### src/hw/rtl/rms_env_pkg.sv
// ---------------------------------------------------------------------------
// RMS envelope package
// Shared constants, payload types and the back-end state encoding.
// ---------------------------------------------------------------------------
package rms_env_pkg;

  localparam int MAX_WINDOW = 19200;
  localparam int SLOTS      = 3;
  localparam int SLOT_W     = 2;
  localparam int SUM_W      = 45;
  localparam int FILL_W     = 15;
  localparam int RATE_W     = 18;
  localparam int SQ_W       = 31;
  localparam int RMS_W      = 16;
  localparam int RESET_RATE = 48000;
  // floor(x/10) == (x * RECIP) >> RECIP_SHIFT for every 18-bit x
  localparam int RECIP       = 838861;
  localparam int RECIP_W     = 20;
  localparam int RECIP_SHIFT = 23;
  localparam int MIN_WINDOW  = 2;
  localparam int QDEPTH      = 4;
  localparam int QPTR_W      = 2;
  localparam int QCNT_W      = 3;
  localparam int CNT_W       = 6;
  localparam int MEAN_W      = 32;

  typedef struct packed {
    logic signed [15:0] sample;
    logic               end_of_stream;
  } rms_in_t;

  typedef struct packed {
    logic [RMS_W-1:0]  rms;
    logic [FILL_W-1:0] window_fill;
    logic              last;
  } rms_out_t;

  typedef struct packed {
    logic [SUM_W-1:0]  sum;
    logic [FILL_W-1:0] fill;
    logic              last;
  } rms_close_t;

  typedef struct packed {
    logic              full;
    logic              empty;
    logic [QCNT_W-1:0] count;
  } rms_q_stat_t;

  typedef enum logic [1:0] {
    BK_IDLE,
    BK_DIV,
    BK_SQRT,
    BK_DONE
  } rms_bk_state_t;

endpackage

### src/hw/rtl/rms_front.sv
// ---------------------------------------------------------------------------
// RMS envelope front end
// Opens windows, accumulates squared samples and queues closed windows.
// ---------------------------------------------------------------------------
module rms_front (
  input  logic                           clk,
  input  logic                           rst_n,
  input  logic                           cfg_we,
  input  logic [rms_env_pkg::RATE_W-1:0] cfg_wdata,
  input  logic                           in_valid,
  output logic                           in_stall,
  input  rms_env_pkg::rms_in_t           in_data,
  input  logic                           q_full,
  output logic                           q_push,
  output rms_env_pkg::rms_close_t        q_data
);
  import rms_env_pkg::*;

  logic [FILL_W-1:0] win_r, hop_r, phase_r, phase_nxt;
  logic [SUM_W-1:0]  sum_r  [SLOTS];
  logic [FILL_W-1:0] fill_r [SLOTS];
  logic [SUM_W-1:0]  sum_nxt  [SLOTS];
  logic [FILL_W-1:0] fill_nxt [SLOTS];
  logic [SLOTS-1:0]  open_r, open_nxt, pend_r, pend_nxt;
  logic              eos_r;
  logic              accept;
  logic [RATE_W+RECIP_W-1:0] prod;
  logic [RATE_W+RECIP_W-RECIP_SHIFT-1:0] quot;
  logic [FILL_W-1:0] win_new;
  logic signed [31:0] sq_s;
  logic [SQ_W-1:0]   sq;
  logic              opened;
  logic [SLOT_W-1:0] pick;
  logic [1:0]        pend_cnt;
  logic [FILL_W:0]   phase_inc;

  assign prod = RATE_W'(cfg_wdata) * RECIP_W'(RECIP);
  assign quot = prod[RATE_W+RECIP_W-1:RECIP_SHIFT];

  always_comb begin
    if (quot < MIN_WINDOW) begin
      win_new = FILL_W'(MIN_WINDOW);
    end else if (quot > MAX_WINDOW) begin
      win_new = FILL_W'(MAX_WINDOW);
    end else begin
      win_new = quot[FILL_W-1:0];
    end
  end

  assign accept   = in_valid && !in_stall;
  assign in_stall = (pend_r != '0);
  assign sq_s     = in_data.sample * in_data.sample;
  assign sq       = sq_s[SQ_W-1:0];

  // open a slot at hop start, then add the sample to every open window
  always_comb begin
    opened   = 1'b0;
    open_nxt = open_r;
    pend_nxt = '0;
    for (int i = 0; i < SLOTS; i++) begin
      sum_nxt[i]  = sum_r[i];
      fill_nxt[i] = fill_r[i];
      if (phase_r == '0 && !opened && !open_r[i]) begin
        opened      = 1'b1;
        open_nxt[i] = 1'b1;
        sum_nxt[i]  = '0;
        fill_nxt[i] = '0;
      end
      if (open_nxt[i]) begin
        sum_nxt[i] = sum_nxt[i] + SUM_W'(sq);
        if (fill_nxt[i] < MAX_WINDOW) begin
          fill_nxt[i] = fill_nxt[i] + 1'b1;
        end
        pend_nxt[i] = in_data.end_of_stream || (fill_nxt[i] >= win_r);
      end
    end
  end

  assign phase_inc = {1'b0, phase_r} + 1'b1;

  always_comb begin
    if (in_data.end_of_stream || phase_inc >= {1'b0, hop_r}) begin
      phase_nxt = '0;
    end else begin
      phase_nxt = phase_inc[FILL_W-1:0];
    end
  end

  // drain closed windows, largest fill (earliest start) first
  always_comb begin
    pick = '0;
    for (int i = 0; i < SLOTS; i++) begin
      if (pend_r[i] && (!pend_r[pick] || fill_r[i] > fill_r[pick])) begin
        pick = SLOT_W'(i);
      end
    end
  end

  assign pend_cnt    = 2'(pend_r[0]) + 2'(pend_r[1]) + 2'(pend_r[2]);
  assign q_push      = (pend_r != '0) && !q_full;
  assign q_data.sum  = sum_r[pick];
  assign q_data.fill = fill_r[pick];
  assign q_data.last = eos_r && (pend_cnt == 2'd1);

  always_ff @(posedge clk) begin
    if (!rst_n) begin
      win_r   <= FILL_W'(RESET_RATE / 10);
      hop_r   <= FILL_W'(RESET_RATE / 20);
      phase_r <= '0;
      open_r  <= '0;
      pend_r  <= '0;
      eos_r   <= 1'b0;
    end else begin
      if (cfg_we) begin
        win_r <= win_new;
        hop_r <= win_new >> 1;
      end
      if (accept) begin
        phase_r <= phase_nxt;
        open_r  <= open_nxt;
        pend_r  <= pend_nxt;
        eos_r   <= in_data.end_of_stream;
      end else if (q_push) begin
        open_r[pick] <= 1'b0;
        pend_r[pick] <= 1'b0;
      end
    end
  end

  always_ff @(posedge clk) begin
    if (accept) begin
      for (int i = 0; i < SLOTS; i++) begin
        sum_r[i]  <= sum_nxt[i];
        fill_r[i] <= fill_nxt[i];
      end
    end
  end

endmodule

### src/hw/rtl/rms_fifo.sv
// ---------------------------------------------------------------------------
// RMS envelope close queue
// Short register queue of closed windows between front and back end.
// ---------------------------------------------------------------------------
module rms_fifo (
  input  logic                    clk,
  input  logic                    rst_n,
  input  logic                    push,
  input  rms_env_pkg::rms_close_t push_data,
  input  logic                    pop,
  output rms_env_pkg::rms_close_t pop_data,
  output rms_env_pkg::rms_q_stat_t stat
);
  import rms_env_pkg::*;

  rms_close_t        mem_r [QDEPTH];
  logic [QPTR_W-1:0] wr_r, rd_r;
  logic [QCNT_W-1:0] cnt_r;
  logic              do_push, do_pop;

  assign stat.full  = (cnt_r == QCNT_W'(QDEPTH));
  assign stat.empty = (cnt_r == '0);
  assign stat.count = cnt_r;
  assign do_push    = push && !stat.full;
  assign do_pop     = pop && !stat.empty;
  assign pop_data   = mem_r[rd_r];

  always_ff @(posedge clk) begin
    if (!rst_n) begin
      wr_r  <= '0;
      rd_r  <= '0;
      cnt_r <= '0;
    end else begin
      if (do_push) wr_r <= wr_r + 1'b1;
      if (do_pop)  rd_r <= rd_r + 1'b1;
      if (do_push && !do_pop) begin
        cnt_r <= cnt_r + 1'b1;
      end else if (do_pop && !do_push) begin
        cnt_r <= cnt_r - 1'b1;
      end
    end
  end

  always_ff @(posedge clk) begin
    if (do_push) mem_r[wr_r] <= push_data;
  end

endmodule

### src/hw/rtl/rms_back.sv
// ---------------------------------------------------------------------------
// RMS envelope back end
// Divides a window sum by its fill, takes the integer root, holds the result.
// ---------------------------------------------------------------------------
module rms_back (
  input  logic                     clk,
  input  logic                     rst_n,
  input  rms_env_pkg::rms_q_stat_t q_stat,
  input  rms_env_pkg::rms_close_t  q_data,
  output logic                     q_pop,
  output logic                     out_valid,
  input  logic                     out_stall,
  output rms_env_pkg::rms_out_t    out_data
);
  import rms_env_pkg::*;

  rms_bk_state_t     state_r, state_nxt;
  logic [CNT_W-1:0]  cnt_r;
  logic [SUM_W-1:0]  dq_r;
  logic [FILL_W-1:0] rem_r, div_r;
  logic              last_r;
  logic [MEAN_W-1:0] val_r;
  logic [17:0]       sr_r;
  logic [RMS_W-1:0]  root_r;
  logic              ov_r;
  rms_out_t          od_r;
  logic [FILL_W:0]   dtrial;
  logic              dge;
  logic [19:0]       strial, stest;
  logic              sge;
  logic              load, div_step, sqrt_step, sqrt_load, out_load, out_free;

  assign out_free  = !ov_r || !out_stall;
  assign out_valid = ov_r;
  assign out_data  = od_r;

  assign dtrial = {rem_r, dq_r[SUM_W-1]};
  assign dge    = dtrial >= {1'b0, div_r};
  assign strial = {sr_r, val_r[MEAN_W-1 -: 2]};
  assign stest  = {2'b00, root_r, 2'b01};
  assign sge    = strial >= stest;

  always_comb begin
    state_nxt = state_r;
    unique case (state_r)
      BK_IDLE: if (!q_stat.empty) state_nxt = BK_DIV;
      BK_DIV:  if (cnt_r == CNT_W'(SUM_W - 1)) state_nxt = BK_SQRT;
      BK_SQRT: if (cnt_r == CNT_W'(RMS_W - 1)) state_nxt = BK_DONE;
      BK_DONE: if (out_free) state_nxt = BK_IDLE;
      default: state_nxt = BK_IDLE;
    endcase
  end

  always_comb begin
    load = 1'b0; div_step = 1'b0; sqrt_step = 1'b0; sqrt_load = 1'b0; out_load = 1'b0;
    unique case (state_r)
      BK_IDLE: load = !q_stat.empty;
      BK_DIV: begin
        div_step  = 1'b1;
        sqrt_load = (cnt_r == CNT_W'(SUM_W - 1));
      end
      BK_SQRT: sqrt_step = 1'b1;
      BK_DONE: out_load = out_free;
      default: ;
    endcase
  end

  assign q_pop = load;

  always_ff @(posedge clk) begin
    if (!rst_n) begin
      state_r <= BK_IDLE;
      cnt_r   <= '0;
      ov_r    <= 1'b0;
    end else begin
      state_r <= state_nxt;
      if (load || sqrt_load || (sqrt_step && state_nxt != BK_SQRT)) begin
        cnt_r <= '0;
      end else begin
        cnt_r <= cnt_r + 1'b1;
      end
      if (out_load) begin
        ov_r <= 1'b1;
      end else if (!out_stall) begin
        ov_r <= 1'b0;
      end
    end
  end

  always_ff @(posedge clk) begin
    if (load) begin
      dq_r   <= q_data.sum;
      div_r  <= q_data.fill;
      rem_r  <= '0;
      last_r <= q_data.last;
    end
    if (div_step) begin
      rem_r <= dge ? FILL_W'(dtrial - {1'b0, div_r}) : dtrial[FILL_W-1:0];
      dq_r  <= {dq_r[SUM_W-2:0], dge};
    end
    if (sqrt_load) begin
      // mean never exceeds 2^30, so the low quotient bits hold it whole
      val_r  <= {dq_r[MEAN_W-2:0], dge};
      sr_r   <= '0;
      root_r <= '0;
    end
    if (sqrt_step) begin
      sr_r   <= sge ? 18'(strial - stest) : strial[17:0];
      root_r <= {root_r[RMS_W-2:0], sge};
      val_r  <= val_r << 2;
    end
    if (out_load) begin
      od_r.rms         <= root_r;
      od_r.window_fill <= div_r;
      od_r.last        <= last_r;
    end
  end

endmodule

### src/hw/rtl/windowed_rms_envelope.sv
// ---------------------------------------------------------------------------
// Windowed RMS envelope
// Half-overlapping short-time RMS of a Q15 sample stream.
// ---------------------------------------------------------------------------
// Usage:
//   in_*  : one request per sample (sample, end_of_stream), valid/stall.
//   out_* : one request per closed window (rms, window_fill, last).
//   cfg_* : write sample_rate; window = rate/10 (2..19200), hop = window/2.
//           Write only while the block is idle.
// Throughput: a sample is taken every cycle while no window is closing.
//   A sample that closes k windows (k = 0..3) holds the input while
//   the front end queues them, earliest start first, one per cycle
//   while the queue has room. The back end pops a closed window, runs it
//   through the bit-serial divider and then the root unit, and loads
//   the result into the output register. It takes one window at a time,
//   the next only once the result is loaded; a four-deep queue
//   decouples it from the front end.
// Reset (rst_n low, synchronous): rate returns to 48000, all windows close,
//   hop phase returns to zero, queue and output register empty.
// A stalled out_stall holds the result; the back end and the queue then
//   fill, and in the end in_stall rises. Nothing is dropped.
// ---------------------------------------------------------------------------
module windowed_rms_envelope (
  input  logic                           clk,
  input  logic                           rst_n,
  input  logic                           cfg_we,
  input  logic [rms_env_pkg::RATE_W-1:0] cfg_wdata,
  input  logic                           in_valid,
  output logic                           in_stall,
  input  rms_env_pkg::rms_in_t           in_data,
  output logic                           out_valid,
  input  logic                           out_stall,
  output rms_env_pkg::rms_out_t          out_data
);
  import rms_env_pkg::*;

  rms_close_t  push_data, pop_data;
  rms_q_stat_t q_stat;
  logic        q_push, q_pop;

  // front: windowing and accumulation
  rms_front u_front (
    .clk      (clk),
    .rst_n    (rst_n),
    .cfg_we   (cfg_we),
    .cfg_wdata(cfg_wdata),
    .in_valid (in_valid),
    .in_stall (in_stall),
    .in_data  (in_data),
    .q_full   (q_stat.full),
    .q_push   (q_push),
    .q_data   (push_data)
  );

  // queue of closed windows
  rms_fifo u_fifo (
    .clk      (clk),
    .rst_n    (rst_n),
    .push     (q_push),
    .push_data(push_data),
    .pop      (q_pop),
    .pop_data (pop_data),
    .stat     (q_stat)
  );

  // back: mean and root
  rms_back u_back (
    .clk      (clk),
    .rst_n    (rst_n),
    .q_stat   (q_stat),
    .q_data   (pop_data),
    .q_pop    (q_pop),
    .out_valid(out_valid),
    .out_stall(out_stall),
    .out_data (out_data)
  );

  a_fill_nonzero: assert property (@(posedge clk) disable iff (!rst_n)
    out_valid |-> out_data.window_fill != '0)
    else $error("closed window reported with zero fill");

  a_rms_range: assert property (@(posedge clk) disable iff (!rst_n)
    out_valid |-> out_data.rms <= 16'd32768)
    else $error("rms above full scale");

  a_queue_bound: assert property (@(posedge clk) disable iff (!rst_n)
    q_stat.count <= QCNT_W'(QDEPTH))
    else $error("close queue overrun");

  a_pop_nonempty: assert property (@(posedge clk) disable iff (!rst_n)
    q_pop |-> !q_stat.empty)
    else $error("pop from empty close queue");

endmodule
### config.mk
export PLATFORM = sky130hd
export DESIGN_NAME = windowed_rms_envelope
export DESIGN_NICKNAME = d
export VERILOG_FILES = /design/src/hw/rtl/rms_env_pkg.sv /design/src/hw/rtl/rms_front.sv /design/src/hw/rtl/rms_fifo.sv /design/src/hw/rtl/rms_back.sv /design/src/hw/rtl/windowed_rms_envelope.sv
export SDC_FILE = /design/constraint.sdc
export NUM_CORES = 2
export LEC_CHECK = 0
export BUFFER_PORTS_ARGS = -buffer_cell sky130_fd_sc_hd__buf_4
export CAP_MARGIN = 20
export CORE_MARGIN = 5
export CORE_UTILIZATION = 55
export CTS_BUF_LIST = sky130_fd_sc_hd__clkbuf_4
export CTS_CLUSTER_SIZE = 25
export DETAILED_ROUTE_END_ITERATION = 8
export GPL_ROUTABILITY_DRIVEN = 0
export PLACE_DENSITY = 0.71
export SYNTH_ARGS = -nofsm -noshare
export SYNTH_HDL_FRONTEND = slang
export SYNTH_SLANG_ARGS = --single-unit
### constraint.sdc
create_clock -name clk -period 25.1 [get_ports clk]
set_input_delay 3.765 -clock clk [delete_from_list [all_inputs] [get_ports clk]]
set_output_delay 3.765 -clock clk [all_outputs]
set_load 0.05 [all_outputs]
# Word-level counts from Yosys, hierarchy flattened
# Memories as Yosys holds them, arrays and structs flattened. A register that Yosys moved wholly into a read port is not among the register bits.
# Cells that the tools add are included.
[totals] reg_bits=241 ram_bits=424 input_bits=40 out_inout_bits=34 word_cells=192 memories=3
[op_classes] n_addsub=16 mul=2 order_cmp=16 n_eq_ne=9 muxes=71 bitwise_logic=4 reduce_logical=48
[memory_table] memory="u_fifo.mem_r" words=4 word_bits=61 rd=1 rd_ports_with_merged_regs=1 write_ports=1 line_no="rms_fifo.sv:16" text="rms_close_t mem_r [QDEPTH];"
[memory_table] memory="u_front.sum_r" words=3 word_bits=45 rd=4 rd_ports_with_merged_regs=0 write_ports=3 line_no="rms_front.sv:20" text="logic [SUM_W-1:0] sum_r [SLOTS];"
[memory_table] memory="u_front.fill_r" words=3 word_bits=15 rd=5 rd_ports_with_merged_regs=0 write_ports=3 line_no="rms_front.sv:21" text="logic [FILL_W-1:0] fill_r [SLOTS];"
[ops] operator="45-bit 2-to-1 mux" count=8
[ops] operator="15-bit 2-to-1 mux" count=18
[ops] operator="45-bit by 31-bit adder with 45-bit output" count=3
[ops] operator="32-bit 2-to-1 mux" count=2
[ops] operator="18-bit 2-to-1 mux" count=3
[ops] operator="15-bit by 1-bit adder with 15-bit output, second input constant" count=3
[ops] operator="15-bit greater-or-equal comparator" count=3
[ops] operator="15-bit < comparator, second input constant" count=3
[ops] operator="18-bit by 20-bit multiplier with 38-bit output, second input constant" count=1
[ops] operator="16-bit 2-to-1 mux" count=2
[ops] operator="16-bit by 16-bit multiplier with 31-bit output" count=1
[ops] operator="15-bit > comparator" count=2
[ops] operator="1-bit 2-to-1 mux" count=22
[ops] operator="20-bit by 18-bit greater-or-equal comparator with 1-bit output" count=1
[ops] operator="3-bit 2-to-1 mux" count=6
[ops] operator="18-bit subtractor" count=1
[ops] operator="15-bit by 1-bit adder with 16-bit output, second input constant" count=1
[ops] operator="16-bit by 14-bit greater-or-equal comparator with 1-bit output" count=1
[ops] operator="16-bit by 15-bit greater-or-equal comparator with 1-bit output" count=1
[ops] operator="1-bit logical AND" count=16
[ops] operator="15-bit > comparator, second input constant" count=1
[ops] operator="15-bit zero test" count=1
[ops] operator="15-bit by 2-bit < comparator with 1-bit output, second input constant" count=1
[ops] operator="15-bit subtractor" count=1
[ops] operator="30 further kinds" count=64

# Longest topological paths before layout
# An unclocked memory read counts as a cell.
[depth] ltp_word=19 ltp_mapped=37 depth_no_buf=35

# Hierarchy
# From an unflattened synthesis, not the netlist that was laid out.
[hier_totals] cells_unflattened=5262 hier_area_um2=52954.5
[by_module_without_submodules] mod="rms_front" n_inst=1 cells_each=4130 area_per_inst_um2=34867.2 seq_area_each_um2=6145.9
[by_module_without_submodules] mod="rms_fifo" n_inst=1 cells_each=367 area_per_inst_um2=9349.0 seq_area_each_um2=7507.2
[by_module_without_submodules] mod="rms_back" n_inst=1 cells_each=765 area_per_inst_um2=8738.4 seq_area_each_um2=5385.2

# Worst setup path after synthesis
# No wires, ideal clock.
[synth_timing] kind="input to register" startpoint="in in_data[5] (netlist name)" endpoint="mem u_front.sum_r[2][36], data pin" setup_time_ns=0.263 t_arrival_ns=11.708 t_required_ns=24.837 setup_slack_ns=13.129 cell_stages=34 n_path_buf=2 cell_sequence="clkbuf_1 buf_1 nand2_1 fa_1 fa_1 fa_1 inv_1 fa_1 fa_1 inv_1 fa_1 inv_1 ha_1 a21oi_4 nand2_1 a21oi_2 nand2_1 and2_1 a41oi_1 o21bai_1 a21oi_1 xnor2_1 ha_1 a21oi_1 nand2_1 or3_1 o22a_1 o21a_1 o211ai_1 a221oi_2 or2_1 a311oi_2 nor3_1 mux2i_1"
[synth_rtl] element="start, declared" line_no="windowed_rms_envelope.sv:30" text="input rms_env_pkg::rms_in_t in_data,"
[synth_rtl] element="end, declared" line_no="rms_front.sv:20"

==> results.ini <==
[sta]
period_needed_ps = 12000
whs_ps = 431
final_hold_viol_count = 0
tightest_slew_ps = 999
rsz0062_at_grt = no
fmax_ghz = 0.0833
finalMaxSlewViolations = 0
fin_skew_ps = 80.0
maxSlewHeadroom_pct = 33.4
post-route-period-util_pct = 47.8
finalSetupViolations = 0
fin_tns_setup_ps = 0

[critical_path]
r2r_end = u_fifo.mem_r[0][21]$_DFFE_PP_
crit_top_cell = fa_1
required_ps = 25850
arrival_ps = 12750
worstPathMaxFanout = 14
start_kind = input port
regToRegSetupSlack_ps = 17140
r2r_cells = 25
cpMaxStageDelayCell = a2111oi_0
slowest_delay_ps = 710
critPathCaptureType = flip-flop
crit-reg2reg-launch = u_front.fill_r[1][1]$_DFFE_PP_
setup.worst_path.class = in2reg

[layout]
multi_input_area_um2 = 31000
n_fill_cell = 8042
syn_to_final_growth_pct = 7.60
fin_util_pct = 59.3
drive_above_1_share_pct = 10.8
design.final.nets = 6088
final-seq-area_um2 = 19000

[global_route]
grt_util_met3_pct = 3.87
grt_overflow_total = 0
use_met2_pct = 41.0
antenna_found_initial = 2
grt_pass1_wl_um = 208000
grt_util_all_layers_pct = 25.1
use_met1_pct = 34.4
grt_pass1_vias = 38955
grt_max_degree = 88
grt-busiest-layer = met2

[detailed_routing]
drt.antenna.violating_nets = 0
wl_per_cell_um = 19.3
num_vias = 39434
vias_per_cell = 5.89
drt_first_iter_violations = 3246
dr.pass1.iters = 6
drc = 0
wl_um = 129000

[worst_hold_path]
hp-class = reg2reg
min_to = u_back.out_data[0]$_DFFE_PP_
min-delay-start = u_back.last_r$_DFFE_PP_
hold_depth = 0

[synth]
synth_edf_count = 596
synth_common_cells = inv_1 (638), edfxtp_1 (596), ha_1 (445)
synth_area_leaders = edfxtp_1 (34%), fa_1 (12%), ha_1 (10%), inv_1 (4.5%), a21oi_1 (3.3%)
synth_area_um2 = 53100
synth_simple_gate_area_share_pct = 13.1
postSynthCellCount = 5184
syn_avg_cell_area_um2 = 10.2
synthesis.nets = 5991
synth_compound_area_share_pct = 12.8
synthFlopType = edfxtp_1
synth_top_cell_by_area = edfxtp_1
synth_top_family_by_area = adder cells
synth_seq_cells = 653
synth_xor_area_share_pct = 4.21
synth_top_area_share_pct = 33.7
synth_cell_types = 114
synth_adder_area_share_pct = 22.8
synth_most_common_cell = inv_1
ys_seq_area_share_pct = 35.9
muxShareOfSynthArea_pct = 5.37
ys_warn_count = 0
async_reset_ff_share_pct = 0

[die]
die_h_um = 321
die_area_um2 = 103000
core_area_um2 = 96300
io_pins = 74
die_width_um = 321
row_count = 114
start_util_pct = 55.1

[clocking]
clk_path_buf_depth = 3
path_clk_slew_ps = 60
htreeDepth = 4
postCtsHoldBufs = 0
cts_sinks = 653
post_cts_buffers = 0
clkLatencyLatePin_ps = 1060
cts_tree = built
cts_resized = 0
cts_root_buffer = clkbuf_4
numCtsBuffers = 166

[status]
status = finished clean

[placement]
dp_hpwl_um = 95600
numPortBuffers = 73

[job]
cap_violations = 0

-- flip-flops by register name, summed over array words and instances (netlist names), 15 cells and up, named ones only --
signal and cells:
u_back.dq_r 45, u_back.out_data 32, u_front.sum_r 135, u_back.sr_r 18, u_fifo.mem_r 244, u_front.win_r 15, u_back.root_r 16, u_back.rem_r 15
u_front.fill_r 45, u_back.div_r 15, u_front.phase_r 15, u_back.val_r 32
-- layer usage --
layer | up-vias | routed length, µm
li1 | 18651 | -
met4 | 0 | 4570
met1 | 19116 | 55800
met5 | - | 0
met3 | 271 | 8450
met2 | 1396 | 60400
-- through the flow --
stage               std cells  worst slack (ps)  instance area, µm²
CTS                      6684             13370               57100
finish                   6694             13100               57100
floorplan                5184             13130               53100
detailed placement       6386             12320               54900
global placement         6386             12460               54900
global route             6694             12680               57100
-- logic make-up (layout without fill, tap and decap cells) --
group                      after synthesis  count (layout)
and+or+nand+nor                       1453            1453
AOI/OAI and AO/OA                     1033            1033
buffers and inverters                  824            1051
adders and majority gates              773             773
DFF                                    653             653
xor gates and xnor gates               246             246
muxes                                  202             202
other                                    0               7
-- critical path, delay by kind of cell --
kind / cells / cell delay [ps]
adder cells (fa/ha/maj): 8 / 3370
AO/OA/AOI/OAI: 8 / 2960
AND/OR/NAND/NOR: 8 / 1470
buffers and inverters: 6 / 820
XOR/XNOR: 2 / 330
-- final cells by class --
cell class,count,area share (%)
inverters,640,4.21
clock buffers,242,3.18
flip-flops and latches,653,33.3
well taps,1276,2.80
multi-input cells,3707,54.3
diodes,7,0.0307
repair buffers,113,1.50
clock inverters,56,0.598
-- worst max path at each step --
stage	start	to	slack [ps]
floorplan	in_data[5]	u_front.sum_r[2][36]$_DFFE_PP_	13130
global placement	in_data[1]	u_front.sum_r[1][43]$_DFFE_PP_	12460
detailed placement	in_data[1]	u_front.sum_r[1][43]$_DFFE_PP_	12320
CTS	in_data[1]	u_front.sum_r[1][43]$_DFFE_PP_	13370
global route	in_data[1]	u_front.sum_r[1][43]$_DFFE_PP_	12680
finish	in_data[1]	u_front.sum_r[1][43]$_DFFE_PP_	13100
-- placed cells by master, fill, tap and decap left out, drive strengths merged, types with 33 or more instances in the layout --
cell,count
a31oi,34
nor3,70
nand3,132
a211oi,33
clkbuf,243
nor2,380
and3,56
clkinv,46
mux4,61
inv,644
nand2,439
o21ai,197
edfxtp,596
and2,131
xnor2,153
fa,322
nand4,61
buf,112
mux2i,90
mux2,51
dfxtp,57
nor2b,42
xor2,91
a21oi,347
ha,445
a22o,37
a21o,106
Power is not shown: default switching activity piles up to over one toggle a cycle in this logic, so the estimate is an artifact.
